--- config.mk ---
export PLATFORM = sky130hd
export DESIGN_NAME = spm_ctrl
export DESIGN_NICKNAME = d
export VERILOG_FILES = /design/src/rtl/spm_pkg.sv /design/src/rtl/spm_ctrl.sv
export SDC_FILE = /design/constraint.sdc
export NUM_CORES = 1
export LEC_CHECK = 0
export BUFFER_PORTS_ARGS = -buffer_cell sky130_fd_sc_hd__buf_2
export CORE_AREA = 2 2 39 41
export CTS_CLUSTER_SIZE = 16
export DETAILED_ROUTE_END_ITERATION = 12
export DIE_AREA = 0 0 41 43
export PLACE_DENSITY = 0.57
export REMOVE_ABC_BUFFERS = 1
export SYNTH_ARGS = -nofsm -noshare
export SYNTH_HDL_FRONTEND = slang
export SYNTH_SLANG_ARGS = --single-unit
--- constraint.sdc ---
create_clock -name clk -period 1.82 [get_ports clk]
set_input_delay 0.091 -clock clk [delete_from_list [all_inputs] [get_ports clk]]
set_output_delay 0.091 -clock clk [all_outputs]
set_load 0.005 [all_outputs]
--- src/rtl/spm_pkg.sv ---
// spm_pkg: shared types and constants for the stereo paint mixer
// used by spm_ctrl, spm_datapath and stereo_paint_mixer_unit; no dependencies
package spm_pkg;

  localparam int PAINT_DEPTH = 2048;
  localparam int IDX_W       = $clog2(PAINT_DEPTH);
  localparam int CFG_W       = 9;
  localparam int CFG_IDX_W   = 3;

  typedef enum logic [1:0] {
    CMD_LOAD  = 2'd0,
    CMD_MIX8  = 2'd1,
    CMD_MIX16 = 2'd2,
    CMD_EMIT  = 2'd3
  } cmd_t;

  typedef enum logic [CFG_IDX_W-1:0] {
    REG_MASTER_Q8   = 3'd0,
    REG_GAIN16      = 3'd1,
    REG_OUTPUT_8BIT = 3'd2,
    REG_STEREO_OUT  = 3'd3,
    REG_RING_LOG2   = 3'd4
  } reg_idx_t;

  typedef enum logic [2:0] {
    S_IDLE,
    S_FETCH,
    S_MUL1,
    S_MUL2,
    S_WRITE,
    S_EMIT_L,
    S_EMIT_R
  } state_t;

  typedef struct packed {
    logic capture;
    logic rd_en;
    logic mul1_en;
    logic mul2_en;
    logic wr_en;
    logic emit_load;
    logic emit_right;
    logic emit_last;
  } dp_cmd_t;

  typedef struct packed {
    cmd_t cmd;
    logic stereo;
    logic out_free;
  } dp_status_t;

endpackage

--- src/rtl/spm_ctrl.sv ---
// spm_ctrl: sequencing state machine for the stereo paint mixer
// depends on spm_pkg; drives spm_datapath through dp_cmd_t
module spm_ctrl
  import spm_pkg::*;
(
  input  logic       clk,
  input  logic       rst,
  input  logic       in_valid,
  output logic       in_stall,
  input  dp_status_t status,
  output dp_cmd_t    ctrl
);

  state_t state, state_next;
  logic   accept;

  assign in_stall = (state != S_IDLE);
  assign accept   = in_valid && !in_stall;

  always_ff @(posedge clk) begin
    if (rst) begin
      state <= S_IDLE;
    end else begin
      state <= state_next;
    end
  end

  always_comb begin
    state_next = state;
    unique case (state)
      S_IDLE: begin
        if (accept) state_next = S_FETCH;
      end
      S_FETCH: begin
        unique case (status.cmd)
          CMD_LOAD:  state_next = S_WRITE;
          CMD_MIX8:  state_next = S_MUL1;
          CMD_MIX16: state_next = S_MUL1;
          CMD_EMIT:  state_next = S_EMIT_L;
          default:   state_next = S_IDLE;
        endcase
      end
      S_MUL1:  state_next = S_MUL2;
      S_MUL2:  state_next = S_WRITE;
      S_WRITE: state_next = S_IDLE;
      S_EMIT_L: begin
        if (status.out_free) state_next = status.stereo ? S_EMIT_R : S_IDLE;
      end
      S_EMIT_R: begin
        if (status.out_free) state_next = S_IDLE;
      end
      default: state_next = S_IDLE;
    endcase
  end

  always_comb begin
    ctrl = '0;
    ctrl.capture = accept;
    unique case (state)
      S_IDLE:  ;
      S_FETCH: ctrl.rd_en = 1'b1;
      S_MUL1:  ctrl.mul1_en = 1'b1;
      S_MUL2:  ctrl.mul2_en = 1'b1;
      S_WRITE: ctrl.wr_en = 1'b1;
      S_EMIT_L: begin
        ctrl.emit_load = status.out_free;
        ctrl.emit_last = !status.stereo;
      end
      S_EMIT_R: begin
        ctrl.emit_load  = status.out_free;
        ctrl.emit_right = 1'b1;
        ctrl.emit_last  = 1'b1;
      end
      default: ;
    endcase
  end

  a_accept_then_busy: assert property (@(posedge clk) disable iff (rst)
    accept |=> in_stall)
    else $error("accepted item did not make the block busy");

  a_no_write_and_emit: assert property (@(posedge clk) disable iff (rst)
    !(ctrl.wr_en && ctrl.emit_load))
    else $error("store write and emit in the same cycle");

  a_right_follows_left: assert property (@(posedge clk) disable iff (rst)
    (ctrl.emit_load && ctrl.emit_right) |-> $past(state == S_EMIT_L || state == S_EMIT_R))
    else $error("right lane emitted without left lane");

endmodule

# Yosys cells after proc, flatten, opt, wreduce, memory -nomap -nowiden
# Cells that the tools add are included.
# op_classes
eq_ne	12
n_mux	13
reduce_logical	9
# ops
operator	count
$pmux W3 S6	1
$mux W3	4
$eq A3 B3 Y1 const B	3
$pmux W3 S3	1
$eq A3 B2 Y1 const B	2
$mux W1	6
$ne A2 B2 Y1 const B	3
$eq A2 B2 Y1 const B	2
$reduce_or A2 Y1	2
$eq A3 B1 Y1 const B	1
$logic_not A3 Y1	1
$reduce_and A3 Y1	1
$reduce_bool A3 Y1	1
$eq A2 B1 Y1 const B	1
$logic_not A1 Y1	2
$logic_not A2 Y1	1
$pmux W1 S2	1
$logic_and A1 B1 Y1	1
# word_totals
register_bits	3
input_bits	7
out_inout_bits	9
elab_cells	35

# Depth between registers and ports, before layout
# logic_depth
depth_word	5
depth_mapped	4
mapped_depth_nobuf	4

# Least setup slack after synthesis
# Ideal clock, no wire load.
# synth_timing
path_type	register to output
from	register state[0]
to	output ctrl[7] (netlist bit)
arrival_time_ns	0.970
t_required_ns	1.729
slack_ns	0.759
stages_incl_launch_ff	5
path_buffers	2
path_cell_list	dfxtp_1 -> buf_6 -> or3_4 -> nor2_2 -> buf_4
# synth_via
elab_chain_cells	3
# synth_rtl
element	line	source
from (decl)	spm_ctrl.sv:14	state_t state, state_next;
from (signal assigned)	spm_ctrl.sv:24	state <= state_next;
$reduce_bool A3 Y1	spm_ctrl.sv:17	assign in_stall = (state != S_IDLE);
via in_stall	spm_ctrl.sv:9	output logic in_stall,
$logic_not A1 Y1	spm_ctrl.sv:18	assign accept = in_valid && !in_stall;
$logic_and A1 B1 Y1	spm_ctrl.sv:18	
to (decl)	spm_ctrl.sv:11	output dp_cmd_t ctrl
# The timed path passes the listed nets, and every way through them passes these cells.

==> metrics.txt <==
RSZ-0062 raised after global routing=no; VDD IR max=0.000348 V; largest fanout on the critical path=11; status=finished, final reports clean; Worst EP arrival=1310 ps; mux contribution to synthesized area=~3.4%; Detailed Route WL=657 microns; Slew @ Worst Pin=roughly 350 ps; Hold Fails Final Rpt=0; pin count of the biggest net entering global routing=13; die area=1760 sq um; met2 Use GR=about an eighth; Setup Fix Bufs, Post-CTS=0; Leak=approximately 0.20 nW; Final Cycle Share=around 77%; DRC=0; initial antenna violation count=0; CP delay by family, top=flip-flops; worst path required time=1730 ps; gpl congestion=0.764; Hold Crit Class=in -> reg; fin crit period=1400 ps; Netlist Area Pre-Place=297 sq um; Avg WL per Cell=8.88 microns; CTS Buf Count=3; Final Max Slew Viols=0; area grow syn2layout=32.1%; Sum Neg Setup Slack=0 ps; DP HPWL=526 microns; die height=43 microns; FMAX=between 700 and 800 MHz; number of top-level pins=16; Yosys warning count=0; Most Crowded Layer GR=met2; synth unique cells=21; simple-gate portion of the synthesized area=42.6%; diode count=0; Crit. End Element=primary output; Buffers & Inverters on Critical Path=1; FILL cells=~170; Setup CP Type=reg -> out; leading cell type in the layout, fill and taps excluded=buf_2; first-pass GRT wire length=1140 microns; Die W=41 microns; post_cts resized=0; hold_buf cts=0; DR vias=322; pwr/cell area=~700 nW/um^2; Clock Path Buffers=2; port bufs=15; Root Driver=clkbuf_4; total grt overflow=0; Finish-stage setup viols=0; H-tree Lvls=1; share of cells above drive strength 1=37.9%; Rel. slew slack=76.5%; DR pass1 iterations=2; clk_lat worst skew=230 ps; Post-Synth XOR/XNOR Area=0%; row cnt=14; adder-cell share of the synthesized area=4.22%; Synth area leaders=dfxtp_1 (20%), nor2b_1 (11%), nand2b_1 (8.4%), and3_1 (6.3%), a21oi_1 (5.1%); Final Net Count=67; gr usage total=9.62%; sequence of cells on the critical path=nand2b_1, o21ai_1, and2_1, buf_2; met1 Use GR=12.8%; sequential share of the synthesized area=20.3%; core box area=1380 sq um; top flop regs=state x3; area leader, netlist=dfxtp_1; 1st-iter DRT viols=1; Mapped Avg Cell Area=7.06 sq um; max-cap violations=0; max incr delay on CP=510 ps; flip-flop count of the largest register after layout=3; met3 usage=4.71%; Synth Area in Compound Gates=16.9%; Synth Instances=42; clock sink count=3; Final Util=around 28%; drt via density=roughly 4.4; Fin Clk Skew=2.46 ps; vias in the first global route=278; Top reg by flops=state; Yosys top cell area share=between 20% and 30%; most frequent cells in the layout=buf_2 (15), nor2b_1 (5), nand2b_1 (4), nor2_1 (4); Synth Register Bits=3; CP max-delay cell=dfxtp_1; clk slew on worst S/H paths=40 ps; critical path launch point type=flop; TritonCTS clock tree=built; largest family of logic cells by synthesized area=simple AND/OR/NAND/NOR gates; starting density of the core=around 21%; Final ANT Viol Nets=0
per-layer routing:
| layer | vias up | wire length, microns | part of all wire [%] |
|---|---|---|---|
| met3 | 0 | 36 | 5.5 |
| met2 | 9 | 305 | 46 |
| li1 | 173 | - | - |
| met1 | 140 | 315 | 48 |
| met4 | 0 | 0 | 0 |
| met5 | - | 0 | 0 |
cells by family after synthesis:
kind of cell / after synthesis
adder cells (fa/ha/maj): 1
multiplexers: 1
AND/OR/NAND/NOR: 22
AO/OA/AOI/OAI: 9
buffers and inverters: 6
flip-flops: 3
path summary, 6_finish.rpt:
check / start / endpoint / slack (ps) / cells after the start
setup reg to reg: state[2] / state[2] / 690 / 3
setup / recovery: state[0] / ctrl[0] / 420 / 4
hold reg to reg: state[1] / state[2] / 610 / 2
hold / removal: rst / state[0] / 60 / 2
final cells by class:
| type | instances | area, sq um | share of cell area [%] |
|---|---|---|---|
| inverters | 3 | 11.3 | 2.88 |
| flip-flops and latches | 3 | 60.1 | 15.3 |
| well taps | 16 | 20.0 | 5.11 |
| clock buffers | 4 | 26.3 | 6.71 |
| repair buffers | 15 | 75.1 | 19.2 |
| multi-input cells | 33 | 199 | 50.8 |
through the flow:
stage	cells	area (sq um)	setup WS, ps	hold slack, ps	power (W)
after floorplan	39	270	811	160	0.000127
after global placement	70	365	674	310	0.000156
after detailed placement	70	365	653	308	0.000157
after CTS	74	392	399	60.8	0.000281
after global routing	74	392	275	64.4	0.000307
final	74	392	423	64.3	0.000273
report_power, final:
group	internal [W]	switching, W	total, W	leakage [nW]
clock	0.0000823	0.0000366	0.000119	0.0150
combinational	0.0000387	0.0000308	0.0000696	0.158
sequential	0.0000714	0.0000134	0.0000848	0.0246
total	0.000192	0.0000808	0.000273	0.198
synthesized netlist by cell type:
| cell | number |
|---|---|
| nor2_1 | 4 |
| a31oi_1 | 1 |
| dfxtp_1 | 3 |
| a21oi_1 | 3 |
| and3_1 | 3 |
| nand2b_1 | 4 |
| buf_4 | 2 |
| inv_2 | 2 |
| o32ai_1 | 1 |
| or3_4 | 1 |
| and2_1 | 1 |
| o21ai_1 | 3 |
| buf_6 | 1 |
| nor3_1 | 1 |
| inv_1 | 1 |
| nor2b_1 | 5 |
| nor2_2 | 1 |
| mux2i_1 | 1 |
| nand2_1 | 2 |
| o21ai_0 | 1 |
| ha_1 | 1 |
worst reg2reg max path, delay by kind of cell (launching register included):
| family | cells | cell delay (ps) |
|---|---|---|
| DFF | 1 | 520 |
| and+or+nand+nor | 1 | 220 |
| AOI/OAI and AO/OA | 1 | 210 |
| muxes | 1 | 90 |
Note: power is estimated with default switching activity, not from simulation.
